File: src/rtl/pgb_pkg.sv
package pgb_pkg;

  // build defaults
  localparam int unsigned NumScreens   = 4;
  localparam int unsigned NumParticles = 32;

  // field widths
  localparam int unsigned KindW   = 2;
  localparam int unsigned AccelW  = 16;
  localparam int unsigned ScreenW = 2;
  localparam int unsigned SlotW   = 5;
  localparam int unsigned PixW    = 11;
  localparam int unsigned KickW   = 10;
  localparam int unsigned QBits   = 4;
  localparam int unsigned PosW    = PixW + QBits;
  localparam int unsigned VelW    = 9;
  localparam int unsigned GravW   = 4;
  localparam int unsigned ThreshW = 18;
  localparam int unsigned SpeedW  = 8;
  localparam int unsigned CfgIdxW = 2;
  localparam int unsigned CfgW    = 18;

  // arithmetic constants
  localparam int unsigned DotPx     = 5;
  localparam int unsigned GravShift = 13;
  localparam int unsigned DragShift = 4;   // damping is v*15/16

  // per-screen gravity tables, bit n for screen n
  localparam logic [3:0] HorizFromY = 4'b1010;
  localparam logic [3:0] HorizNeg   = 4'b0011;

  // register reset values
  localparam logic [PixW-1:0]    WidthRst  = 11'd128;
  localparam logic [PixW-1:0]    HeightRst = 11'd160;
  localparam logic [ThreshW-1:0] ThreshRst = 18'd2000;
  localparam logic [SpeedW-1:0]  SpeedRst  = 8'd128;

  typedef enum logic [KindW-1:0] {
    KindSample = 2'd0,
    KindPlace  = 2'd1,
    KindStep   = 2'd2
  } kind_e;

  typedef enum logic [CfgIdxW-1:0] {
    CfgWidth     = 2'd0,
    CfgHeight    = 2'd1,
    CfgThreshold = 2'd2,
    CfgMaxSpeed  = 2'd3
  } cfg_idx_e;

  // one particle entry in the state memory
  typedef struct packed {
    logic        [PosW-1:0] pos_x;
    logic        [PosW-1:0] pos_y;
    logic signed [VelW-1:0] vel_x;
    logic signed [VelW-1:0] vel_y;
    logic        [PixW-1:0] drw_x;
    logic        [PixW-1:0] drw_y;
  } entry_t;

endpackage

File: src/rtl/pgb_axis.sv
module pgb_axis (
  input  logic                              shaken_i,
  input  logic signed [pgb_pkg::KickW-1:0]  kick_i,
  input  logic signed [pgb_pkg::GravW-1:0]  grav_i,
  input  logic        [pgb_pkg::PosW-1:0]   pos_i,
  input  logic signed [pgb_pkg::VelW-1:0]   vel_i,
  input  logic        [pgb_pkg::PixW-1:0]   bound_i,
  input  logic        [pgb_pkg::SpeedW-1:0] lim_i,
  output logic        [pgb_pkg::PosW-1:0]   pos_o,
  output logic signed [pgb_pkg::VelW-1:0]   vel_o
);
  import pgb_pkg::*;

  logic signed [10:0]     v_sel, v_g, v_drag, lim_s, v_clip;
  logic signed [14:0]     v_mul, v_rnd;
  logic signed [PosW+1:0] p_new, p_max;
  logic signed [VelW:0]   v_neg, v_half;

  always_comb begin
    v_sel  = shaken_i ? 11'(kick_i) : 11'(vel_i);
    v_g    = v_sel + 11'(grav_i);
    // v*15/16 toward zero
    v_mul  = (15'(v_g) <<< DragShift) - 15'(v_g);
    v_rnd  = v_mul + ((v_mul < 0) ? 15'sd15 : 15'sd0);
    v_drag = 11'(v_rnd >>> DragShift);

    lim_s = $signed({3'b000, lim_i});
    if (v_drag > lim_s) begin
      v_clip = lim_s;
    end else if (v_drag < -lim_s) begin
      v_clip = -lim_s;
    end else begin
      v_clip = v_drag;
    end

    p_new  = $signed({2'b00, pos_i}) + (PosW+2)'(v_clip);
    p_max  = $signed({2'b00, bound_i, {QBits{1'b0}}});
    v_neg  = -(VelW+1)'(v_clip);
    v_half = (v_neg + ((v_neg < 0) ? (VelW+1)'(1) : (VelW+1)'(0))) >>> 1;

    if (p_new < 0) begin
      pos_o = '0;
      vel_o = VelW'(v_half);
    end else if (p_new > p_max) begin
      pos_o = PosW'(p_max);
      vel_o = VelW'(v_half);
    end else begin
      pos_o = PosW'(p_new);
      vel_o = VelW'(v_clip);
    end
  end

endmodule

File: config.mk
export PLATFORM = sky130hd
export DESIGN_NAME = pgb_axis
export DESIGN_NICKNAME = d
export VERILOG_FILES = /design/src/rtl/pgb_pkg.sv /design/src/rtl/pgb_axis.sv
export SDC_FILE = /design/constraint.sdc
export NUM_CORES = 1
export LEC_CHECK = 0
export ABC_AREA = 1
export BUFFER_PORTS_ARGS = -buffer_cell sky130_fd_sc_hd__clkbuf_2
export CORE_MARGIN = 2
export CORE_UTILIZATION = 50
export DETAILED_ROUTE_END_ITERATION = 16
export MAX_ROUTING_LAYER = met4
export PLACE_DENSITY_LB_ADDON = 0.08
export SLEW_MARGIN = 20
export SYNTH_ARGS = -nofsm -noshare
export SYNTH_HDL_FRONTEND = slang
export SYNTH_SLANG_ARGS = --single-unit
File: constraint.sdc
create_clock -name vclk -period 15.6
set_input_delay 2.34 -clock vclk [all_inputs]
set_output_delay 2.34 -clock vclk [all_outputs]
set_load 0.02 [all_outputs]
==> results.yml, run 1 <==
global_route:
  grtUsageMet2: 0.433
  grt_pass1_wl_mm: 18.5
  grtUsageMet1: 0.328
  grt_usage: 0.244
  grt_max_degree: 24
  overflow: 0
  grt_pass1_vias: 4302
  antenna_found_initial: 0
  use_met3: 0.00157
  busiest_layer: "met2"
routing:
  drt_iter0_drc: 278
  firstDrtPassIters: 5
  routedWlPerCell_um: 11.9
  vias: 4920
  drc_errors: 0
  via_per_inst: 5.18
  wirelength_mm: 11.3
  antenna_left: 0
critical_path:
  slowest_stage: "fa_1"
  worstSetupPathType: "primary input to output pin"
  critical_path_required_ns: 13.26
  start_kind: "primary input"
  path_max_fanout: 11
  cp.arrival_ns: 12.27
  critPathMaxStageDelay_ns: 0.46
  endpoint_kind: "output pin"
  path_common_cell: "nand2_1"
floorplanning:
  rows: 33
  ioPinCount: 82
  die_x_um: 96.2
  start_util: 0.517
  dieArea_um2: 9260
  fp.coreArea_um2: 8220
  dieHeight_um: 96.2
synthesis:
  synth-simple-area-share: 0.474
  synthAdderAreaFrac: 0.207
  syn_inst: 760
  ys_types: 46
  yosysWarningCount: 0
  synth_area_um2: 4250
  synthMuxAreaShare: 0
  synth-seq-area-share: 0
  syn_avg_cell_area_um2: 5.59
  synth_xor_area_frac: 0.0491
  synth_compound_area_frac: 0.133
  syn_nets: 887
  synth_top_family_by_area: "simple AND/OR/NAND/NOR gates"
sta:
  maxClockFrequency_ghz: 0.0684
  whs_ns: 5.06
  fin_crit_sh: 0.937
  maxSlewHeadroom: 0.688
  worst_pin_slew_ns: 0.466
  min_period_ns: 14.61
  finalHoldViolCount: 0
  setup_violations: 0
  slew_viol_final: 0
placement:
  port_buffers: 82
  hpwl_mm: 9.76
  dpl-instance-area_um2: 4750
  gp_congestion: 0.909
worst_hold_path:
  hold_path_depth: 4
  hp-start: "bound_i[5]"
  hold_path_end: "pos_o[9]"
  hold_path.class: "primary input to output pin"
cells_and_area:
  seq_cells: 0
  clkbuf_count: 0
  drive_above_1_share: 0.226
  stdcell_area_um2: 4930
  area_growth_pct: 16.0
  antennaDiodeCount: 0
  fillerInstances: 834
  ff_latch_area_um2: 0
  multi_input_area_um2: 3770
  nets: 974
status:
  outcome: "complete, no violations"
job:
  cap_violations: 0
clock_tree:
  cts-hold-fix-buffers: 0
[synthesized netlist by cell type (3+ instances only)]
library cell | instances | area (um2)
nand2_1 | 221 | 830
inv_1 | 129 | 484
nand3_1 | 72 | 360
ha_1 | 67 | 838
nor2_1 | 47 | 176
a21oi_1 | 31 | 155
nand2_2 | 28 | 175
o21ai_0 | 19 | 95.1
nand4_1 | 17 | 106
xor2_1 | 17 | 149
nor2_2 | 11 | 68.8
inv_2 | 10 | 37.5
nand3_2 | 8 | 80.1
o21bai_1 | 8 | 60.1
o22ai_1 | 7 | 43.8
nand2_4 | 6 | 67.6
nor3_1 | 6 | 30.0
o21ai_1 | 6 | 30.0
xnor2_1 | 5 | 43.8
nand3b_1 | 4 | 30.0
or2_2 | 4 | 25.0
buf_4 | 3 | 22.5
nor2_4 | 3 | 33.8
o21ai_2 | 3 | 26.3
o221ai_1 | 3 | 26.3
[repair_timing]
item	in CTS	in global routing
gates resized for setup	0	27
endpoints found under the setup margin	0	24
setup buffers	0	6
[cells in the final DEF (no fill, tap or decap), types with 7 or more instances in the layout]
cell type  count
inv_2         10
ha_1          63
inv_1        128
o21ai_0       16
clkbuf_2      81
xor2_1        15
nand2_2       28
nand3_1       71
o22ai_1        7
o21ai_1        7
nand3_2        9
nand4_1       17
a21oi_1       30
nor2_2        12
nor2_1        46
nand2_1      221
[stage by stage]
| stage | util | TNS, ns | setup WS [ns] | std cells |
|---|---|---|---|---|
| finish | 0.600 | 0 | 0.989 | 950 |
| CTS | 0.578 | 0 | 0.0883 | 941 |
| global placement | 0.578 | 0 | 0.558 | 941 |
| floorplan | - | 0 | 2.09 | 760 |
| global route | 0.600 | -0.0354 | -0.0278 | 950 |
| detailed placement | 0.578 | 0 | 0.131 | 941 |
[cell families (layout without fill, tap and decap cells)]
| group | after synthesis | count (layout) |
|---|---|---|
| AND/OR/NAND/NOR | 430 | 430 |
| buffers and inverters | 148 | 233 |
| AO/OA/AOI/OAI | 90 | 90 |
| adder cells (fa/ha/maj) | 69 | 69 |
| XOR/XNOR | 23 | 23 |
[worst max-delay path by stage]
stage	to	cells past startpoint	slack, ns	start
after floorplan	vel_o[6]	66	2.09	shaken_i
after global placement	vel_o[3]	70	0.56	shaken_i
after detailed placement	vel_o[3]	70	0.13	shaken_i
after CTS	vel_o[3]	70	0.09	shaken_i
after global routing	vel_o[4]	74	-0.03	shaken_i
final	vel_o[4]	73	0.99	shaken_i
[final cells by class]
type                       instances  share of cell area
timing repair buffer              90              0.0961
multi-input combinational        612               0.765
timing repair inverter             2             0.00304
inverter                         141               0.109
tap                              105              0.0266
[worst max-delay path: cells and delay by family]
kind | cells | cell delay [ns]
xor+xnor | 1 | 0.11
simple gates | 35 | 3.40
buf+inv | 12 | 1.35
compound gates | 18 | 2.66
fa+ha+maj | 7 | 2.39
[per-layer routing]
layer / wire, um / share of wire / vias up
li1: - / - / 2629
met1: 5530 / 0.49 / 2167
met2: 5250 / 0.46 / 115
met3: 447 / 0.039 / 9
met4: 118 / 0.010 / 0
met5: 0 / 0 / -
Power of run 1 is not shown: default switching activity piles up to over one toggle a cycle in this logic, so the estimate is an artifact.
==> run 2, diff against run 1 <==
--- a/config.mk
+++ b/config.mk
@@ -7,8 +7,11 @@
 export LEC_CHECK = 0
 export ABC_AREA = 1
 export BUFFER_PORTS_ARGS = -buffer_cell sky130_fd_sc_hd__clkbuf_2
+export CAP_MARGIN = 20
+export CELL_PAD_IN_SITES_DETAIL_PLACEMENT = 1
+export CELL_PAD_IN_SITES_GLOBAL_PLACEMENT = 1
 export CORE_MARGIN = 2
-export CORE_UTILIZATION = 50
+export CORE_UTILIZATION = 40
 export DETAILED_ROUTE_END_ITERATION = 16
 export MAX_ROUTING_LAYER = met4
 export PLACE_DENSITY_LB_ADDON = 0.08
==> run 2 against run 1 <==
Against the previous run:
- worst setup slack got worse by 0.12 ns
- final cell count rose by 3.3%
- first-iteration DRC count fell by 39%
- count of clock-buffer cells in the layout did not move
- maximum frequency fell by 0.82%
- utilization fell by 12 points
- sequential share of layout area did not move
- hold slack got worse by 0.0097 ns
- flip-flop and latch count did not move
- final area rose by 0.58%
- die area rose by 24%
- global-route usage rose by 1.2 points
==> results.yml, run 2 (same netlist as run 1, synthesis figures left out) <==
cells_and_area:
  antennaDiodeCount: 0
  clkbuf_count: 0
  nets: 974
  fillerInstances: 1532
  mostFrequentLayoutCell: "nand2_1"
  mostFrequentLayoutCells: "nand2_1 (218), inv_1 (128), clkbuf_2 (80), nand3_1 (72), ha_1 (63)"
  ff_latch_area_um2: 0
  seq_cells: 0
  area_growth_pct: 16.7
  drive_above_1_share: 0.228
critical_path:
  start_kind: "primary input"
  endpoint_kind: "output pin"
  worstSetupPathType: "primary input to output pin"
  slowest_stage: "ha_2"
  path_common_cell: "nand2_1"
  path_max_fanout: 14
  critical_path_required_ns: 13.26
  cp.arrival_ns: 12.39
  critPathMaxStageDelay_ns: 0.39
global_route:
  grt_pass1_vias: 5316
  antenna_found_initial: 0
  grt_max_degree: 15
  grt_pass1_wl_mm: 24.1
  overflow: 0
  grt_usage: 0.256
routing:
  wirelength_mm: 14.3
  drc_errors: 0
  firstDrtPassIters: 4
  vias: 5145
  routedWlPerCell_um: 14.6
  antenna_left: 0
  drt_iter0_drc: 169
  via_per_inst: 5.24
sta:
  setup_violations: 0
  fin_tns_setup_ns: 0
  worst_pin_slew_ns: 0.431
  slew_viol_final: 0
  maxClockFrequency_ghz: 0.0679
  fin_crit_sh: 0.944
  finalHoldViolCount: 0
  min_period_ns: 14.73
  maxSlewHeadroom: 0.712
job:
  cap_violations: 0
floorplanning:
  rows: 37
  dieArea_um2: 11500
  fp.coreArea_um2: 10300
  dieHeight_um: 107
  ioPinCount: 82
  start_util: 0.412
  die_x_um: 107
placement:
  port_buffers: 82
  hpwl_mm: 12.7
  gp_congestion: 0.884
clock_tree:
  cts-hold-fix-buffers: 0
status:
  outcome: "complete, no violations"
worst_hold_path:
  hold_path.class: "primary input to output pin"
-- run 2: layer usage --
metal | GRT usage | share of wire | vias up
li1 | - | - | 2629
met1 | 0.312 | 0.45 | 2421
met2 | 0.480 | 0.51 | 87
met3 | 0.0140 | 0.032 | 8
met4 | 0.0260 | 0.0089 | 0
met5 | - | 0 | -
-- run 2: worst paths after layout --
path                        from        end  slack, ns  cells past startpoint
worst max-delay path    shaken_i  pos_o[10]       0.87                     66
worst min-delay path  bound_i[7]  pos_o[11]       5.05                      4
-- run 2: through the flow --
step	hold WS [ns]	util	instance area (um2)	std cells	setup slack (ns)
after detailed placement	5.06	0.465	4800	973	-0.238
after floorplan	4.88	-	4250	760	2.09
final	5.05	0.481	4960	981	0.868
after global placement	5.05	0.465	4800	973	0.385
after CTS	5.06	0.468	4830	977	0.152
after global routing	5.08	0.481	4960	981	-0.00780
-- run 2: worst max-delay path, delay by kind of cell --
kind | cells | cell delay (ns)
buffers and inverters | 15 | 1.79
adder cells (fa/ha/maj) | 6 | 2.04
AND/OR/NAND/NOR | 25 | 2.47
XOR/XNOR | 2 | 0.34
AO/OA/AOI/OAI | 18 | 3.40
-- run 2: final cells by class --
type	instances	area, um2	share of cell area
inverter	141	536	0.108
multi-input combinational	612	3760	0.759
tap	136	170	0.0343
timing repair buffer	92	490	0.0989
-- run 2: timing repair --
action / 4_1_cts / 5_1_grt
pin swaps: 1 / 9
gates resized for setup: 1 / 29
setup buffers: 4 / 4
cloned: 0 / 0
setup endpoints to repair: 24 / 24
Power of run 2 is left out for the same reason.
==> run 3, diff against run 2 <==
--- a/config.mk
+++ b/config.mk
@@ -14,7 +14,7 @@
 export CORE_UTILIZATION = 40
 export DETAILED_ROUTE_END_ITERATION = 16
 export MAX_ROUTING_LAYER = met4
-export PLACE_DENSITY_LB_ADDON = 0.08
+export PLACE_DENSITY_LB_ADDON = 0.12
 export SLEW_MARGIN = 20
 export SYNTH_ARGS = -nofsm -noshare
 export SYNTH_HDL_FRONTEND = slang
==> run 3 against run 2 <==
Against the previous run:
- final cell count increased by 0.51%
- worst setup slack better by 0.059 ns
- utilization is 1.1 points higher
- critical path depth grew 6
- sequential share of layout area unchanged
- non-clock buffer count grew 5
- largest cell class unchanged
- hold slack improved by 0.015 ns
- die area stayed put
==> results.yml, run 3 (same netlist as run 1, synthesis figures left out) <==
global_route:
  antenna_found_initial: 0
  overflow: 0
  grt_usage: 0.258
  grt_max_degree: 17
  grt_pass1_vias: 5248
  grt_pass1_wl_mm: 24.4
job:
  cap_violations: 0
floorplanning:
  start_util: 0.412
  fp.coreArea_um2: 10300
  die_x_um: 107
  dieHeight_um: 107
  ioPinCount: 82
  dieArea_um2: 11500
  rows: 37
cells_and_area:
  layout.cells.non_filler: 986
  seq_cells: 0
  drive_above_1_share: 0.241
  clkbuf_count: 0
  ff_latch_area_um2: 0
  area_growth_pct: 19.3
  fin_util: 0.491
  nets: 979
  antennaDiodeCount: 0
  mostFrequentLayoutCell: "nand2_1"
  mostFrequentLayoutCells: "nand2_1 (216), inv_1 (128), clkbuf_2 (75), nand3_1 (71), ha_1 (60)"
placement:
  gp_congestion: 0.943
  hpwl_mm: 12.8
  port_buffers: 82
  dp.cells: 973
  post-place-ws_ns: -0.0482
routing:
  wirelength_mm: 14.8
  antenna_left: 0
  firstDrtPassIters: 4
  via_per_inst: 5.21
  drt_iter0_drc: 165
  routedWlPerCell_um: 15.0
  vias: 5137
  drc_errors: 0
critical_path:
  critPathMaxStageDelay_ns: 0.37
  path_common_cell: "nand2_1"
  slowest_stage: "fa_2"
  cp.arrival_ns: 12.33
  path_max_fanout: 16
  critical_path_required_ns: 13.26
  worstSetupPathType: "primary input to output pin"
  endpoint_kind: "output pin"
  start_kind: "primary input"
sta:
  maxSlewHeadroom: 0.728
  maxClockFrequency_ghz: 0.0682
  setup_ws_ns: 0.928
  slew_viol_final: 0
  worst_pin_slew_ns: 0.408
  finalHoldViolCount: 0
  fin_crit_sh: 0.941
  min_period_ns: 14.67
  setup_violations: 0
clock_tree:
  cts-hold-fix-buffers: 0
worst_hold_path:
  hold_path.class: "primary input to output pin"
status:
  outcome: "complete, no violations"
[run 3: cell count changes in the layout (fill, tap and decap cells not counted), sizes merged]
cell / before / now
buf: 11 / 21
clkbuf: 81 / 76
[run 3: layout make-up]
cell class                      instances  area [um2]
Tap cell                              136         170
Inverter                              141         536
Timing Repair Buffer                   97         539
Fill cell                            1507        5250
Multi-Input combinational cell        612        3830
[run 3: critical path, delay by kind of cell]
family / cells / cell delay [ns]
buffers and inverters: 15 / 1.66
and+or+nand+nor: 29 / 2.89
adders and majority gates: 7 / 2.13
xor gates and xnor gates: 2 / 0.36
AOI/OAI and AO/OA: 19 / 2.92
[run 3: final timing paths]
check | from | to | slack (ns) | cells past startpoint
hold / removal | bound_i[7] | pos_o[11] | 5.07 | 4
setup / recovery | shaken_i | pos_o[0] | 0.93 | 72
[run 3: through the flow]
stage	hold WS (ns)	instance area, um2	TNS, ns
global route	5.09	5070	-1.70
finish	5.07	5070	0
detailed placement	5.07	4800	-0.233
floorplan	4.88	4250	0
CTS	5.07	4800	0
global placement	5.07	4800	0
[run 3: routing by layer]
layer | vias up | routed length, um | GRT usage
met3 | 10 | 433 | 0.00486
met1 | 2405 | 7170 | 0.350
met2 | 87 | 7120 | 0.453
li1 | 2635 | - | -
met4 | 0 | 85 | 0.0102
met5 | - | 0 | -
[run 3: repair_timing]
item	CTS	global route
gates resized for setup	1	47
setup buffers	0	13
setup endpoints to repair	8	24
pin swaps	0	18
Power of run 3 is left out for the same reason.
